`src/hdl/pwd_pkg.sv`:
```
// ----------------------------------------------------------------------------
// pwd_pkg: shared types and constants for the peer-wire message deframer
// Holds the result record, the handshake keyword table and framing constants.
// ----------------------------------------------------------------------------
package pwd_pkg;

  localparam int unsigned KwLen    = 20;
  localparam int unsigned HsLen    = 68;
  localparam int unsigned PrefLen  = 4;
  localparam int unsigned OqDepth  = 4;
  localparam int unsigned OqPtrW   = $clog2(OqDepth);
  localparam int unsigned OqCntW   = $clog2(OqDepth + 1);

  typedef enum logic {
    KIND_REPORT = 1'b0,
    KIND_STATUS = 1'b1
  } kind_e;

  typedef struct packed {
    kind_e       kind;
    logic        is_handshake;
    logic [7:0]  message_id;
    logic [31:0] message_length;
    logic        buffer_complete;
    logic [31:0] complete_bytes;
    logic        last_result;
  } res_t;

  // Push request from the parser into the result queue
  typedef struct packed {
    logic [1:0] num;
    res_t       first;
    res_t       second;
  } push_t;

  // Byte of the handshake prefix at position idx (0 .. KwLen-1)
  function automatic logic [7:0] kw_byte(input logic [4:0] idx);
    logic [7:0] b;
    b = 8'd0;
    case (idx)
      5'd0:  b = 8'd19;
      5'd1:  b = 8'h42; // B
      5'd2:  b = 8'h69; // i
      5'd3:  b = 8'h74; // t
      5'd4:  b = 8'h54; // T
      5'd5:  b = 8'h6f; // o
      5'd6:  b = 8'h72; // r
      5'd7:  b = 8'h72; // r
      5'd8:  b = 8'h65; // e
      5'd9:  b = 8'h6e; // n
      5'd10: b = 8'h74; // t
      5'd11: b = 8'h20; // space
      5'd12: b = 8'h70; // p
      5'd13: b = 8'h72; // r
      5'd14: b = 8'h6f; // o
      5'd15: b = 8'h74; // t
      5'd16: b = 8'h6f; // o
      5'd17: b = 8'h63; // c
      5'd18: b = 8'h6f; // o
      5'd19: b = 8'h6c; // l
      default: b = 8'd0;
    endcase
    return b;
  endfunction

endpackage

```
`src/hdl/pwd_parse.sv`:
```
// ----------------------------------------------------------------------------
// pwd_parse: input register and framing state of the deframer
// Registers one byte, then frames it against the message state in one pass
// and hands up to two results to the result queue.
// ----------------------------------------------------------------------------
module pwd_parse (
  input  logic          clk_i,
  input  logic          rst_ni,
  input  logic          in_valid_i,
  output logic          in_stall_o,
  input  logic [7:0]    data_byte_i,
  input  logic          buffer_end_i,
  input  logic          room_i,
  output pwd_pkg::push_t push_o
);
  import pwd_pkg::*;

  logic        s1_valid_q, s1_valid_d;
  logic [7:0]  s1_byte_q;
  logic        s1_end_q;
  logic        step;
  logic        accept;

  logic [32:0] bim_q, bim_d;
  logic [31:0] acc_q, acc_d;
  logic        kwm_q, kwm_d;
  logic        hsc_q, hsc_d;
  logic [7:0]  id_q, id_d;
  logic [31:0] off_q, off_d;
  logic [31:0] lbo_q, lbo_d;

  logic [32:0] count;
  logic [31:0] acc_n;
  logic [7:0]  id_n;
  logic        kwm_n, hsc_n;
  logic        done, hs;
  logic [31:0] next_off, lbo_n;
  logic [4:0]  kw_idx;
  res_t        rep, stat;

  assign step       = s1_valid_q && room_i;
  assign in_stall_o = s1_valid_q && !room_i;
  assign accept     = in_valid_i && !in_stall_o;
  assign s1_valid_d = accept || (s1_valid_q && !step);

  always_ff @(posedge clk_i or negedge rst_ni) begin
    if (!rst_ni) begin
      s1_valid_q <= 1'b0;
    end else begin
      s1_valid_q <= s1_valid_d;
    end
  end

  always_ff @(posedge clk_i) begin
    if (accept) begin
      s1_byte_q <= data_byte_i;
      s1_end_q  <= buffer_end_i;
    end
  end

  assign kw_idx = count[4:0] - 5'd1;

  always_comb begin
    count = bim_q + 33'd1;
    acc_n = (count <= 33'(PrefLen)) ? {acc_q[23:0], s1_byte_q} : acc_q;
    id_n  = (count == 33'(PrefLen + 1)) ? s1_byte_q : id_q;
    kwm_n = kwm_q;
    hsc_n = hsc_q;
    if (!hsc_q && kwm_q) begin
      if (count <= 33'(KwLen) && kw_byte(kw_idx) == s1_byte_q) begin
        if (count == 33'(KwLen)) begin
          hsc_n = 1'b1;
        end
      end else begin
        kwm_n = 1'b0;
      end
    end
    hs   = hsc_n && (count == 33'(HsLen));
    done = hsc_n ? hs
                 : (count >= 33'(PrefLen) && count == ({1'b0, acc_n} + 33'(PrefLen)));
    next_off = (off_q == '1) ? off_q : off_q + 32'd1;
    lbo_n    = done ? next_off : lbo_q;

    rep                 = '0;
    rep.kind            = KIND_REPORT;
    rep.is_handshake    = hs;
    rep.message_id      = (hs || acc_n == 32'd0) ? 8'd0 : id_n;
    rep.message_length  = hs ? 32'(HsLen) : acc_n;
    rep.last_result     = !s1_end_q;

    stat                 = '0;
    stat.kind            = KIND_STATUS;
    stat.buffer_complete = done;
    stat.complete_bytes  = lbo_n;
    stat.last_result     = 1'b1;

    push_o.num    = step ? (2'(done) + 2'(s1_end_q)) : 2'd0;
    push_o.first  = done ? rep : stat;
    push_o.second = stat;

    // next state
    bim_d = bim_q;
    acc_d = acc_q;
    kwm_d = kwm_q;
    hsc_d = hsc_q;
    id_d  = id_q;
    off_d = off_q;
    lbo_d = lbo_q;
    if (step) begin
      off_d = next_off;
      lbo_d = lbo_n;
      if (done) begin
        bim_d = '0;
        acc_d = '0;
        kwm_d = 1'b1;
        hsc_d = 1'b0;
        id_d  = '0;
      end else begin
        bim_d = count;
        acc_d = acc_n;
        kwm_d = kwm_n;
        hsc_d = hsc_n;
        id_d  = id_n;
      end
      // drop all framing state at the end of the buffer
      if (s1_end_q) begin
        bim_d = '0;
        acc_d = '0;
        kwm_d = 1'b1;
        hsc_d = 1'b0;
        id_d  = '0;
        off_d = '0;
        lbo_d = '0;
      end
    end
  end

  always_ff @(posedge clk_i or negedge rst_ni) begin
    if (!rst_ni) begin
      bim_q <= '0;
      acc_q <= '0;
      kwm_q <= 1'b1;
      hsc_q <= 1'b0;
      id_q  <= '0;
      off_q <= '0;
      lbo_q <= '0;
    end else begin
      bim_q <= bim_d;
      acc_q <= acc_d;
      kwm_q <= kwm_d;
      hsc_q <= hsc_d;
      id_q  <= id_d;
      off_q <= off_d;
      lbo_q <= lbo_d;
    end
  end

endmodule

```
`src/hdl/pwd_outq.sv`:
```
// ----------------------------------------------------------------------------
// pwd_outq: result queue of the deframer
// Takes up to two results per cycle and presents one per transaction.
// ----------------------------------------------------------------------------
module pwd_outq (
  input  logic           clk_i,
  input  logic           rst_ni,
  input  pwd_pkg::push_t push_i,
  output logic           room_o,
  output logic           out_valid_o,
  input  logic           out_stall_i,
  output pwd_pkg::res_t  head_o
);
  import pwd_pkg::*;

  res_t              mem_q [OqDepth];
  logic [OqPtrW-1:0] wr_ptr_q, wr_ptr_d, rd_ptr_q, rd_ptr_d;
  logic [OqCntW-1:0] cnt_q, cnt_d;
  logic [OqPtrW-1:0] wr_ptr_p1;
  logic              pop;

  assign out_valid_o = (cnt_q != '0);
  assign head_o      = mem_q[rd_ptr_q];
  assign pop         = out_valid_o && !out_stall_i;
  // keep space for a report and a status from one byte
  assign room_o      = (cnt_q <= OqCntW'(OqDepth - 2));
  assign wr_ptr_p1   = wr_ptr_q + OqPtrW'(1);

  always_comb begin
    wr_ptr_d = wr_ptr_q + OqPtrW'(push_i.num);
    rd_ptr_d = rd_ptr_q + OqPtrW'(pop);
    cnt_d    = cnt_q + OqCntW'(push_i.num) - OqCntW'(pop);
  end

  always_ff @(posedge clk_i or negedge rst_ni) begin
    if (!rst_ni) begin
      wr_ptr_q <= '0;
      rd_ptr_q <= '0;
      cnt_q    <= '0;
    end else begin
      wr_ptr_q <= wr_ptr_d;
      rd_ptr_q <= rd_ptr_d;
      cnt_q    <= cnt_d;
    end
  end

  always_ff @(posedge clk_i) begin
    if (push_i.num != 2'd0) begin
      mem_q[wr_ptr_q] <= push_i.first;
    end
    if (push_i.num == 2'd2) begin
      mem_q[wr_ptr_p1] <= push_i.second;
    end
  end

endmodule

```
`src/hdl/peer_wire_message_deframer.sv`:
```
// ----------------------------------------------------------------------------
// peer_wire_message_deframer: splits a received byte buffer into peer-wire
// messages and reports each message plus an end-of-buffer status.
// ----------------------------------------------------------------------------
//  channel | direction | handshake              | payload
//  --------+-----------+------------------------+----------------------------
//  in      | input     | in_valid_i/in_stall_o   | data_byte_i, buffer_end_i
//  out     | output    | out_valid_o/out_stall_i | result_kind_o .. last_result_o
//
//  One byte per cycle while the input does not stall: a byte is registered,
//  framed in a single pass, and its results (up to two) are written into a
//  four-entry result queue once it has room, and are taken from its head.
//  The input stalls only while the queue lacks room for two results, so a
//  sustained rate of one byte per cycle holds while results drain as fast.
//  Reset clears framing state and empties the queue; no clearing pass.
//  A stalled result stays at the head of the queue unchanged.
// ----------------------------------------------------------------------------
module peer_wire_message_deframer (
  input  logic        clk_i,
  input  logic        rst_ni,
  input  logic        in_valid_i,
  output logic        in_stall_o,
  input  logic [7:0]  data_byte_i,
  input  logic        buffer_end_i,
  output logic        out_valid_o,
  input  logic        out_stall_i,
  output logic        result_kind_o,
  output logic        is_handshake_o,
  output logic [7:0]  message_id_o,
  output logic [31:0] message_length_o,
  output logic        buffer_complete_o,
  output logic [31:0] complete_bytes_o,
  output logic        last_result_o
);
  import pwd_pkg::*;

  push_t push;
  logic  room;
  res_t  head;

  pwd_parse u_parse (
    .clk_i       (clk_i),
    .rst_ni      (rst_ni),
    .in_valid_i  (in_valid_i),
    .in_stall_o  (in_stall_o),
    .data_byte_i (data_byte_i),
    .buffer_end_i(buffer_end_i),
    .room_i      (room),
    .push_o      (push)
  );

  pwd_outq u_outq (
    .clk_i      (clk_i),
    .rst_ni     (rst_ni),
    .push_i     (push),
    .room_o     (room),
    .out_valid_o(out_valid_o),
    .out_stall_i(out_stall_i),
    .head_o     (head)
  );

  assign result_kind_o     = head.kind;
  assign is_handshake_o    = head.is_handshake;
  assign message_id_o      = head.message_id;
  assign message_length_o  = head.message_length;
  assign buffer_complete_o = head.buffer_complete;
  assign complete_bytes_o  = head.complete_bytes;
  assign last_result_o     = head.last_result;

endmodule

```
`config.mk`:
```
export PLATFORM = sky130hd
export DESIGN_NAME = peer_wire_message_deframer
export DESIGN_NICKNAME = d
export VERILOG_FILES = /design/src/hdl/pwd_pkg.sv /design/src/hdl/pwd_parse.sv /design/src/hdl/pwd_outq.sv /design/src/hdl/peer_wire_message_deframer.sv
export SDC_FILE = /design/constraint.sdc
export NUM_CORES = 1
export LEC_CHECK = 0
export BUFFER_PORTS_ARGS = -buffer_cell sky130_fd_sc_hd__buf_4
export CAP_MARGIN = 20
export CORE_ASPECT_RATIO = 0.7
export CORE_MARGIN = 8
export CORE_UTILIZATION = 33
export CTS_CLUSTER_DIAMETER = 40
export CTS_CLUSTER_SIZE = 14
export DETAILED_ROUTE_END_ITERATION = 6
export SLEW_MARGIN = 10
export SYNTH_ARGS = -nofsm -noshare
export SYNTH_HDL_FRONTEND = slang
export SYNTH_SLANG_ARGS = --single-unit
```
`constraint.sdc`:
```
create_clock -name clk_i -period 11.1 [get_ports clk_i]
set_clock_uncertainty 0.1 [all_clocks]
set_input_delay 0.555 -clock clk_i [delete_from_list [all_inputs] [get_ports clk_i]]
set_output_delay 0.555 -clock clk_i [all_outputs]
set_load 0.005 [all_outputs]
```
-- After elaboration in Yosys (flattened, before gate mapping)
Memories as Yosys holds them, arrays and structs flattened.
Index checks and enable logic that the tools add are counted.
- register bits after elaboration: 156
- bits in writable memories: 304
- ROM bits: 224
- bits of input ports: 13
- output and inout port bits: 78
- word-level logic and storage cells: 90
- memories: 2
- memories (memory ; depth ; bits a word ; rd ports ; clocked after memory_dff ; write ports ; line ; source):
    u_outq.mem_q ; 4 ; 76 ; 1 ; 0 ; 2 ; pwd_outq.sv:16 ; res_t mem_q [OqDepth];
    (no name shown) ; 32 ; 7 ; 1 ; 0 ; 0 ; pwd_pkg.sv:40 ; case (idx)
- add/subtract/negate cells: 10
- order comparisons: 4
- equality and inequality tests: 8
- multiplexer cells: 31
- reduce and logical (&&, ||, !) cells: 22
- operators with widths (kind ; count):
    2-to-1 mux 32 bit ; 8
    2-to-1 mux 76 bit ; 1
    2-to-1 mux 33 bit ; 2
    2-to-1 mux 8 bit ; 5
    adder 32 x 3 -> 33 bit (second input constant) ; 1
    adder 33 x 1 -> 33 bit (second input constant) ; 1
    equality test 33 x 3 -> 1 bit (second input constant) ; 1
    equality test 33 bit ; 1
    equality test 33 x 5 -> 1 bit (second input constant) ; 1
    equality test 33 x 7 -> 1 bit (second input constant) ; 1
    >= comparator 33 x 3 -> 1 bit (second input constant) ; 1
    <= comparator 33 x 3 -> 1 bit (second input constant) ; 1
    <= comparator 33 x 5 -> 1 bit (second input constant) ; 1
    adder 32 x 1 -> 32 bit (second input constant) ; 1
    equality test 32 bit (second input constant) ; 1
    zero test 32 bit ; 1
    2-to-1 mux 1 bit ; 14
    logical AND 1 bit ; 9
    equality test 8 bit ; 1
    zero test 1 bit ; 6
    nonzero test 3 bit ; 2
    subtractor 5 x 1 -> 5 bit (second input constant) ; 1
    adder 3 x 2 -> 3 bit ; 1
    <= comparator 3 x 2 -> 1 bit (second input constant) ; 1
    other kinds (11) ; 12

-- Logic depth before layout (Yosys ltp)
Gate-level depths: netlist of run 1.
An unclocked memory read counts as a cell.
- word-level depth: 15
- mapped depth: 40
- gate-level depth less buffers: 33

-- By module
Synthesis of run 1 repeated with hierarchy kept, for this count alone.
- cell total of the unflattened synthesis: 2499
- area, all modules: 28796.4 µm²
- modules (own cells, without submodules) (module ; instances ; cells each ; area an instance (µm²) ; sequential area each (µm²)):
    pwd_outq ; 1 ; 778 ; 15424.8 ; 9303.9
    pwd_parse ; 1 ; 1721 ; 13371.6 ; 3774.9

-- Least setup slack after synthesis of run 1
OpenSTA, ideal clock, no wires.
- kind: flip-flop to flip-flop
- start point: reg u_parse.bim_q[0]
- end point: mem u_outq.mem_q[0][23] (netlist name) (data pin)
- library setup time: 152 ps
- arrival: 9069 ps
- data required time: 10848 ps
- setup slack: 1779 ps
- stages on the path, launching flop included: 39
- buffers on the path: 7
- period minus slack after synthesis: 9321 ps
- cell sequence: dfrtp_1 -> ha_1 -> and4_1 -> nand3_1 -> or4_4 -> or4_1 -> a31oi_1 -> nand4_1 -> nor2_4 -> buf_2 -> buf_2 -> buf_1 -> mux2i_1 -> inv_1 -> ha_1 -> nand2_1 -> nor3_1 -> nand3_1 -> [... 3 more ...] -> o21ai_0 -> nand2_1 -> nor4_1 -> o2111a_1 -> nand4_1 -> o31ai_4 -> buf_6 -> buf_4 -> inv_2 -> ha_1 -> clkbuf_1 -> o21ai_1 -> nor3_1 -> nor2_1 -> clkbuf_1 -> inv_1 -> nand2_1 -> o21ai_0
- RTL lines (element ; line ; source):
    start: declaration ; pwd_parse.sv:24 ; logic [32:0] bim_q, bim_d;
    start signal: assignment ; pwd_parse.sv:148 ; bim_q <= bim_d;
    end: declaration ; pwd_outq.sv:16 ;

==> flow_results.xml, run 1 <==
<?xml version="1.0" encoding="UTF-8"?>
<metrics>
  <group name="run_status">
    <metric name="run_status" unit="">completed</metric>
  </group>
  <group name="critical_path">
    <metric name="critPathMaxStageDelay" unit="ns">0.73</metric>
    <metric name="worstSetupStartpoint" unit="">u_parse.bim_q[0]$_DFFE_PN0P_</metric>
    <metric name="worst_r2r_endpoint" unit="">u_outq.mem_q[2][23]$_DFFE_PP_</metric>
    <metric name="worst_setup_path_end_kind" unit="">register</metric>
    <metric name="reg2reg_from" unit="">u_parse.bim_q[0]$_DFFE_PN0P_</metric>
    <metric name="crit_arrival" unit="ns">10.10</metric>
    <metric name="critical_path.startpoint_type" unit="">register</metric>
    <metric name="setup.worst_path.class" unit="">reg2reg</metric>
    <metric name="setup.reg_to_reg.worst_slack" unit="ns">1.33</metric>
    <metric name="worst_ep_required_time" unit="ns">11.43</metric>
    <metric name="r2r.worst_path.cells" unit="">32</metric>
    <metric name="worst_path_max_delay_cell" unit="">sky130_fd_sc_hd__dfrtp_1</metric>
    <metric name="worstPathMaxFanout" unit="">35</metric>
    <metric name="timing.critical_path.to" unit="">u_outq.mem_q[2][23]$_DFFE_PP_</metric>
  </group>
  <group name="cts">
    <metric name="tritoncts" unit="">done</metric>
    <metric name="cts.clk_slew.worst_paths" unit="ns">0.05</metric>
    <metric name="cts.sinks" unit="">460</metric>
    <metric name="cts_buffers" unit="">73</metric>
    <metric name="cts_max_path_buffers" unit="">3</metric>
    <metric name="cts.root.buffer_cell" unit="">sky130_fd_sc_hd__clkbuf_16</metric>
    <metric name="count_of_h_tree_levels_built_during_cts" unit="">3</metric>
    <metric name="clock_latency" unit="ns">0.63</metric>
  </group>
  <group name="sta">
    <metric name="rsz_0062_raised_after_global_routing" unit="">false</metric>
    <metric name="timing_max_transition_violations_final" unit="">0</metric>
    <metric name="fmax" unit="MHz">102.3</metric>
    <metric name="period_needed" unit="ns">9.774</metric>
    <metric name="timing.final.crit_share" unit="%">88.06</metric>
    <metric name="worst_slew_margin_rel" unit="%">24.52</metric>
    <metric name="tightestPinTransition" unit="ns">1.131</metric>
    <metric name="tns" unit="ns">0</metric>
    <metric name="setup_viol_count_final" unit="">0</metric>
    <metric name="hold_viol_final" unit="">0</metric>
  </group>
  <group name="power">
    <metric name="fraction_of_power_consumed_by_sequential_logic" unit="%">33.0</metric>
    <metric name="design_internal_power" unit="mW">4.228</metric>
    <metric name="share_comb_of_total_power" unit="%">32.7</metric>
    <metric name="total_switching_power" unit="mW">2.611</metric>
    <metric name="power.share.clock" unit="%">34.3</metric>
    <metric name="powerDensity" unit="nW/µm²">240.1</metric>
    <metric name="power.share.switching" unit="%">38.17</metric>
    <metric name="worst_vdd_drop" unit="V">0.0001955</metric>
    <metric name="leakagePower" unit="nW">10.30</metric>
  </group>
  <group name="logic_synthesis">
    <metric name="fraction_of_synthesis_flops_using_an_asynchronous_set_or_reset_pin" unit="%">31.96</metric>
    <metric name="synth_cell_type_count" unit="">90</metric>
    <metric name="yosys_warnings" unit="">0</metric>
    <metric name="ys_top_cells_by_area" unit="">sky130_fd_sc_hd__edfxtp_1, sky130_fd_sc_hd__dfrtp_1, sky130_fd_sc_hd__dfxtp_1, sky130_fd_sc_hd__mux4_2, sky130_fd_sc_hd__o21ai_0</metric>
    <metric name="postSynthCellCount" unit="">2399</metric>
    <metric name="synth-edff-count" unit="">141</metric>
    <metric name="synth_area_leader_cell" unit="">sky130_fd_sc_hd__edfxtp_1</metric>
    <metric name="synth_area_per_cell" unit="µm²">10.11</metric>
    <metric name="ys_ff_latch" unit="">460</metric>
    <metric name="syn_nets" unit="">2434</metric>
    <metric name="syn-cell-area" unit="µm²">24260</metric>
    <metric name="synth_sequential_area_ratio" unit="%">46.81</metric>
    <metric name="synth_top_area_share" unit="%">17.45</metric>
    <metric name="synth_ff_type" unit="">sky130_fd_sc_hd__dfxtp_1</metric>
  </group>
  <group name="floorplanning">
    <metric name="fp.dieW" unit="µm">340.1</metric>
    <metric name="start_util" unit="%">33.23</metric>
    <metric name="coreArea" unit="µm²">73010</metric>
    <metric name="die-area" unit="µm²">82590</metric>
    <metric name="rows" unit="">83</metric>
    <metric name="i_o_pins" unit="">91</metric>
    <metric name="fp.dieH" unit="µm">242.9</metric>
  </group>
  <group name="place">
    <metric name="place.port_buffers" unit="">90</metric>
    <metric name="dp_hpwl" unit="µm">54010</metric>
    <metric name="dp.cells" unit="">3326</metric>
    <metric name="gpl.final_weighted_congestion" unit="">1.003</metric>
  </group>
  <group name="min_path">
    <metric name="min_delay_worst_type" unit="">in2reg</metric>
  </group>
  <group name="route">
    <metric name="vias" unit="">20300</metric>
    <metric name="drt-pass1-iter-count" unit="">7</metric>
    <metric name="drt_drc" unit="">0</metric>
    <metric name="viasPerCell" unit="">5.852</metric>
    <metric name="wl" unit="µm">81480</metric>
    <metric name="drt_first_iter_violations" unit="">2179</metric>
    <metric name="ant_nets" unit="">0</metric>
    <metric name="routedWlPerCell" unit="µm">23.49</metric>
  </group>
  <group name="cells_and_area">
    <metric name="antenna-diode-count" unit="">0</metric>
    <metric name="num-fill-cells" unit="">7050</metric>
    <metric name="layout.cells.non_filler" unit="">3469</metric>
    <metric name="layout.area.seq" unit="µm²">11360</metric>
    <metric name="layout-drive-gt1-share" unit="%">15.97</metric>
    <metric name="multiInputGateArea" unit="µm²">12000</metric>
    <metric name="nets" unit="">2467</metric>
    <metric name="area.growth.synth_to_final" unit="%">17.40</metric>
  </group>
  <group name="global_routing">
    <metric name="grt.overflow.total" unit="">0</metric>
    <metric name="grt_pass1_wl" unit="µm">125000</metric>
    <metric name="groute.usage.overall" unit="%">19.10</metric>
    <metric name="grt_start_max_net_pins" unit="">82</metric>
    <metric name="antenna_found_initial" unit="">0</metric>
    <metric name="vias_in_the_first_global_route" unit="">19850</metric>
  </group>
  <group name="run">
    <metric name="maxCapViolations" unit="">0</metric>
  </group>
</metrics>
## Yosys cell counts, drive strengths merged, types with 14 or more instances
library cell	number
a21o	18
a21oi	43
a221o	17
a22o	51
a31oi	17
and2	20
and3	24
and4	14
buf	58
clkbuf	134
dfrtp	146
dfxtp	172
edfxtp	141
ha	21
inv	40
mux2i	57
mux4	76
nand2	311
nand2b	20
nand3	79
nand4	40
nor2	126
nor3	50
nor3b	17
nor4	40
o21ai	248
o2bb2ai	132
or3	16
xnor2	71
xor2	54
## worst max-delay path, delay by kind of cell (launching register included)
kind	cells	cell delay, ns
buffers and inverters	4	0.81
multiplexers	1	0.16
AO/OA/AOI/OAI	6	1.57
adder cells (fa/ha/maj)	3	1.18
AND/OR/NAND/NOR	17	4.85
flip-flops	1	0.73
XOR/XNOR	1	0.19
## worst min-delay path by stage
stage                     slack [ns]  depth (start not counted)                              from                                to
final                           0.04                          1                      buffer_end_i        u_parse.s1_end_q$_DFFE_PP_
after detailed placement        0.34                          2  u_outq.mem_q[2][37]$_SDFFE_PP0N_  u_outq.mem_q[2][37]$_SDFFE_PP0N_
after CTS                      0.002                          1                    data_byte_i[4]    u_parse.s1_byte_q[4]$_DFFE_PP_
after floorplan                 0.16                          0                            rst_ni         u_outq.cnt_q[0]$_DFF_PN0_
after global routing            0.02                          1                      buffer_end_i        u_parse.s1_end_q$_DFFE_PP_
after global placement          0.33                          2  u_outq.mem_q[1][39]$_SDFFE_PP0N_  u_outq.mem_q[1][39]$_SDFFE_PP0N_
## power by group through the flow
stage	logic (mW)	clock network [mW]	registers [mW]
2_1_floorplan	1.57	0	2.01
3_3_place_gp	2.19	0	2.26
3_5_place_dp	2.21	0	2.27
4_1_cts	2.22	2.39	2.24
5_1_grt	2.39	2.46	2.27
6_report	2.24	2.35	2.25
## cell type report
class	instances	area share (%)
Timing Repair Buffer	150	4.037
Multi-Input combinational cell	1706	42.14
Sequential cell	460	39.90
Clock inverter	45	1.911
Clock buffer	90	7.178
Tap cell	977	4.292
Inverter	41	0.5404
## flip-flops by register name, indices dropped and copies added, names as in the netlist
name                count
u_outq.mem_q          304
u_parse.bim_q          33
u_parse.acc_q          32
u_parse.lbo_q          32
u_parse.off_q          32
u_parse.id_q            8
u_parse.s1_byte_q       8
u_outq.cnt_q            3
u_outq.rd_ptr_q         2
u_outq.wr_ptr_q         2
u_parse.hsc_q           1
u_parse.kwm_q           1
u_parse.s1_end_q        1
u_parse.s1_valid_q      1
## placed cells by master, fill, tap and decap left out, types with 17 or more instances in the layout
master and instances:
sky130_fd_sc_hd__a22o_1 51, sky130_fd_sc_hd__a21o_1 18, sky130_fd_sc_hd__inv_1 39, sky130_fd_sc_hd__a221o_1 17, sky130_fd_sc_hd__xor2_1 54, sky130_fd_sc_hd__o2bb2ai_1 132
sky130_fd_sc_hd__a21oi_1 43, sky130_fd_sc_hd__dfrtp_1 144, sky130_fd_sc_hd__edfxtp_1 141, sky130_fd_sc_hd__ha_1 21, sky130_fd_sc_hd__nand2b_1 20, sky130_fd_sc_hd__and2_1 20
sky130_fd_sc_hd__nand2_1 309, sky130_fd_sc_hd__nand4_1 40, sky130_fd_sc_hd__mux2i_1 55, sky130_fd_sc_hd__nor4_1 38, sky130_fd_sc_hd__xnor2_1 71, sky130_fd_sc_hd__nor2_1 116
sky130_fd_sc_hd__dfxtp_1 172, sky130_fd_sc_hd__nor3_1 49, sky130_fd_sc_hd__nor3b_1 17, sky130_fd_sc_hd__clkbuf_16 76, sky130_fd_sc_hd__buf_4 141, sky130_fd_sc_hd__and3_1 24
sky130_fd_sc_hd__mux4_2 76, sky130_fd_sc_hd__nand3_1 79, sky130_fd_sc_hd__o21ai_0 240
## metrics by stage
stage               setup WS [ns]  power [mW]  util, %  hold WS [ns]  instance area, µm²
finish                      1.326       6.839    39.01       0.04110               28480
detailed placement          1.610       4.477    35.36        0.3397               25810
floorplan                   1.779       3.587        -        0.1594               24260
global route               0.7419       7.129    39.01       0.01531               28480
CTS                         1.538       6.847    39.01      0.001773               28480
global placement            2.023       4.450    35.35        0.3286               25800
## routing by layer
| layer | global-route usage (%) | vias to the layer above | routed length [µm] |
|---|---|---|---|
| met1 | 28.59 | 10180 | 38460 |
| met4 | 5.509 | 0 | 1880 |
| met5 | 0 | - | 0 |
| met2 | 26.21 | 943 | 33040 |
| met3 | 5.559 | 136 | 8096 |
| li1 | - | 9040 | - |
## timing repair
item | CTS | global route
hold buffers | 8 | 0
resized for setup | 0 | 0
setup buffers | 0 | 0
hold endpoints to repair | 86 | 0
## cell families after synthesis
family	count (synthesis)	share of synthesized area (%)
AOI/OAI and AO/OA	617	17.54
xor gates and xnor gates	126	4.605
adders and majority gates	22	1.166
buffers and inverters	233	3.976
DFF	460	46.81
muxes	145	9.995
and+or+nand+nor	796	15.91
No activity file was read; power rests on OpenSTA's default activity.
==> run 2: changes to the inputs <==
Settings changed: MAX_ROUTING_LAYER set to met4.
==> run 2 against run 1 <==
Worst setup slack got worse by 0.053 ns. Critical endpoint is now u_outq.mem_q[0][3]$_DFFE_PP_. Highest routed layer unchanged. Maximum frequency fell by 0.54%. Non-clock buffer count shrank 6. Core utilization down 0.30 points. Sequential share of layout area up 0.31 points. Sequential cell count unchanged. Sequential power is essentially flat. Total power shrank 1.6%. Global-route usage grew 0.59 points. Cell count is 0.26% lower.
==> flow_results.xml, run 2 (same netlist as run 1, synthesis figures left out) <==
<?xml version="1.0" encoding="UTF-8"?>
<metrics>
  <group name="run_status">
    <metric name="run_status" unit="">completed</metric>
  </group>
  <group name="floorplanning">
    <metric name="die-area" unit="µm²">82590</metric>
    <metric name="fp.dieW" unit="µm">340.1</metric>
    <metric name="coreArea" unit="µm²">73010</metric>
    <metric name="rows" unit="">83</metric>
    <metric name="fp.dieH" unit="µm">242.9</metric>
    <metric name="start_util" unit="%">33.23</metric>
    <metric name="i_o_pins" unit="">91</metric>
  </group>
  <group name="cts">
    <metric name="count_of_h_tree_levels_built_during_cts" unit="">3</metric>
    <metric name="cts.root.buffer_cell" unit="">sky130_fd_sc_hd__clkbuf_16</metric>
    <metric name="cts.sinks" unit="">460</metric>
    <metric name="resized_after_cts" unit="">0</metric>
    <metric name="cts_hold_buffers" unit="">4</metric>
    <metric name="setup_fix_bufs_post_cts" unit="">0</metric>
    <metric name="cts_buffers" unit="">71</metric>
    <metric name="tritoncts" unit="">done</metric>
    <metric name="clock_latency" unit="ns">0.61</metric>
    <metric name="cts.clk_slew.worst_paths" unit="ns">0.06</metric>
    <metric name="cts_max_path_buffers" unit="">3</metric>
  </group>
  <group name="global_routing">
    <metric name="vias_in_the_first_global_route" unit="">19720</metric>
    <metric name="antenna_found_initial" unit="">0</metric>
    <metric name="grt_pass1_wl" unit="µm">124800</metric>
    <metric name="grt_start_max_net_pins" unit="">81</metric>
    <metric name="grt.overflow.total" unit="">0</metric>
    <metric name="groute.usage.overall" unit="%">19.68</metric>
  </group>
  <group name="place">
    <metric name="place.port_buffers" unit="">90</metric>
    <metric name="dp.cells" unit="">3324</metric>
    <metric name="dp_hpwl" unit="µm">54070</metric>
    <metric name="gpl.final_weighted_congestion" unit="">0.9937</metric>
    <metric name="setup_slack_after_placement" unit="ns">1.629</metric>
    <metric name="post_dp_cell_area" unit="µm²">25810</metric>
  </group>
  <group name="cells_and_area">
    <metric name="area.growth.synth_to_final" unit="%">16.50</metric>
    <metric name="finalCoreUtilization" unit="%">38.72</metric>
    <metric name="largest_register_ffs" unit="">304</metric>
    <metric name="num-fill-cells" unit="">6997</metric>
    <metric name="largest-register" unit="">u_outq.mem_q</metric>
    <metric name="multiInputGateArea" unit="µm²">12000</metric>
    <metric name="layout.area.seq" unit="µm²">11360</metric>
    <metric name="layout.cells.non_filler" unit="">3460</metric>
    <metric name="post-route-cell-area" unit="µm²">28260</metric>
    <metric name="largest_registers" unit="">u_outq.mem_q x304, u_parse.bim_q x33</metric>
    <metric name="layout-drive-gt1-share" unit="%">15.75</metric>
    <metric name="layout.cells.most_common" unit="">sky130_fd_sc_hd__nand2_1</metric>
    <metric name="mostFrequentLayoutCells" unit="">sky130_fd_sc_hd__nand2_1, sky130_fd_sc_hd__o21ai_0, sky130_fd_sc_hd__dfxtp_1</metric>
    <metric name="antenna-diode-count" unit="">0</metric>
    <metric name="nets" unit="">2459</metric>
  </group>
  <group name="route">
    <metric name="wl" unit="µm">81750</metric>
    <metric name="routedWlPerCell" unit="µm">23.63</metric>
    <metric name="ant_nets" unit="">0</metric>
    <metric name="drt_first_iter_violations" unit="">2292</metric>
    <metric name="vias" unit="">20350</metric>
    <metric name="drt_drc" unit="">0</metric>
    <metric name="viasPerCell" unit="">5.882</metric>
    <metric name="drt-pass1-iter-count" unit="">5</metric>
  </group>
  <group name="sta">
    <metric name="setup_viol_count_final" unit="">0</metric>
    <metric name="worst_slew_margin_rel" unit="%">26.74</metric>
    <metric name="fmax" unit="MHz">101.8</metric>
    <metric name="period_needed" unit="ns">9.827</metric>
    <metric name="timing_max_transition_violations_final" unit="">0</metric>
    <metric name="tns" unit="ns">0</metric>
    <metric name="rsz_0062_raised_after_global_routing" unit="">false</metric>
    <metric name="tightestPinTransition" unit="ns">1.098</metric>
    <metric name="timing.final.crit_share" unit="%">88.54</metric>
    <metric name="fin_hold_ws" unit="ns">0.03154</metric>
    <metric name="hold_viol_final" unit="">0</metric>
    <metric name="setup_slack" unit="ns">1.273</metric>
  </group>
  <group name="critical_path">
    <metric name="critPathMaxStageDelay" unit="ns">0.77</metric>
    <metric name="worst_r2r_endpoint" unit="">u_outq.mem_q[0][3]$_DFFE_PP_</metric>
    <metric name="setup.reg_to_reg.worst_slack" unit="ns">1.27</metric>
    <metric name="crit_arrival" unit="ns">10.16</metric>
    <metric name="r2r.worst_path.cells" unit="">27</metric>
    <metric name="worstPathMaxFanout" unit="">18</metric>
    <metric name="critical_path.startpoint_type" unit="">register</metric>
    <metric name="reg2reg_from" unit="">u_parse.bim_q[0]$_DFFE_PN0P_</metric>
    <metric name="critical-path-top-cell-by-count" unit="">sky130_fd_sc_hd__ha_1</metric>
    <metric name="worst_path_max_delay_cell" unit="">sky130_fd_sc_hd__a2111oi_0</metric>
    <metric name="worst_setup_path_end_kind" unit="">register</metric>
    <metric name="setup.worst_path.class" unit="">reg2reg</metric>
    <metric name="worst_ep_required_time" unit="ns">11.43</metric>
  </group>
  <group name="power">
    <metric name="leakagePower" unit="nW">10.19</metric>
    <metric name="worst_vdd_drop" unit="V">0.0001886</metric>
    <metric name="total_power_consumption" unit="mW">6.732</metric>
    <metric name="powerDensity" unit="nW/µm²">238.2</metric>
  </group>
  <group name="run">
    <metric name="maxCapViolations" unit="">0</metric>
  </group>
  <group name="min_path">
    <metric name="endpoint_of_the_worst_hold_timing_path" unit="">u_parse.s1_byte_q[7]$_DFFE_PP_</metric>
    <metric name="hold_start" unit="">data_byte_i[7]</metric>
    <metric name="min_delay_worst_type" unit="">in2reg</metric>
    <metric name="min_path_cells" unit="">1</metric>
  </group>
</metrics>
run 2: changes by cell type in the layout (fill, tap and decap cells not counted), sizes merged:
cell | previous run | this run
inv | 51 | 63
clkbuf | 90 | 81
clkinv | 24 | 15
dlygate4sd3 | 8 | 4
clkinvlp | 6 | 9
buf | 142 | 140
run 2: worst max path at each step:
stage,from,endpoint,cells past startpoint
CTS,u_parse.bim_q[0]$_DFFE_PN0P_,u_outq.mem_q[1][23]$_DFFE_PP_,30
global route,u_parse.bim_q[0]$_DFFE_PN0P_,u_outq.mem_q[1][23]$_DFFE_PP_,32
finish,u_parse.bim_q[0]$_DFFE_PN0P_,u_outq.mem_q[0][3]$_DFFE_PP_,27
detailed placement,u_parse.bim_q[0]$_DFFE_PN0P_,u_outq.mem_q[1][23]$_DFFE_PP_,30
floorplan,u_parse.bim_q[0]$_DFFE_PN0P_,u_outq.mem_q[0][23]$_DFFE_PP_,38
global placement,u_parse.bim_q[0]$_DFFE_PN0P_,u_outq.mem_q[1][23]$_DFFE_PP_,30
run 2: worst max-delay path: cells and delay by family (launching register included):
| kind | cells | cell delay, ns |
|---|---|---|
| AO/OA/AOI/OAI | 7 | 2.62 |
| XOR/XNOR | 1 | 0.23 |
| adder cells (fa/ha/maj) | 3 | 1.09 |
| buffers and inverters | 3 | 0.59 |
| flip-flops | 1 | 0.73 |
| multiplexers | 1 | 0.29 |
| AND/OR/NAND/NOR | 12 | 4.00 |
run 2: layout make-up:
cell class | count | share of cell area, %
clock buffers | 81 | 6.605
clock inverters | 51 | 1.939
inverters | 41 | 0.5445
multi-input cells | 1706 | 42.46
flip-flops and latches | 460 | 40.21
well taps | 977 | 4.325
repair buffers | 144 | 3.918
run 2: power by group:
group	internal [mW]	total (mW)	switching (mW)
registers	1.92	2.26	0.349
logic	0.848	2.22	1.37
clock network	1.37	2.25	0.886
run 2: per-layer routing:
metal  up-vias  GRT usage, %  wire length (µm)
met5         -             -                 0
met4         0         5.472              1984
met3       156         5.715              9060
met2      1017         26.65             33610
met1     10150         28.25             37100
li1       9030             -                 -
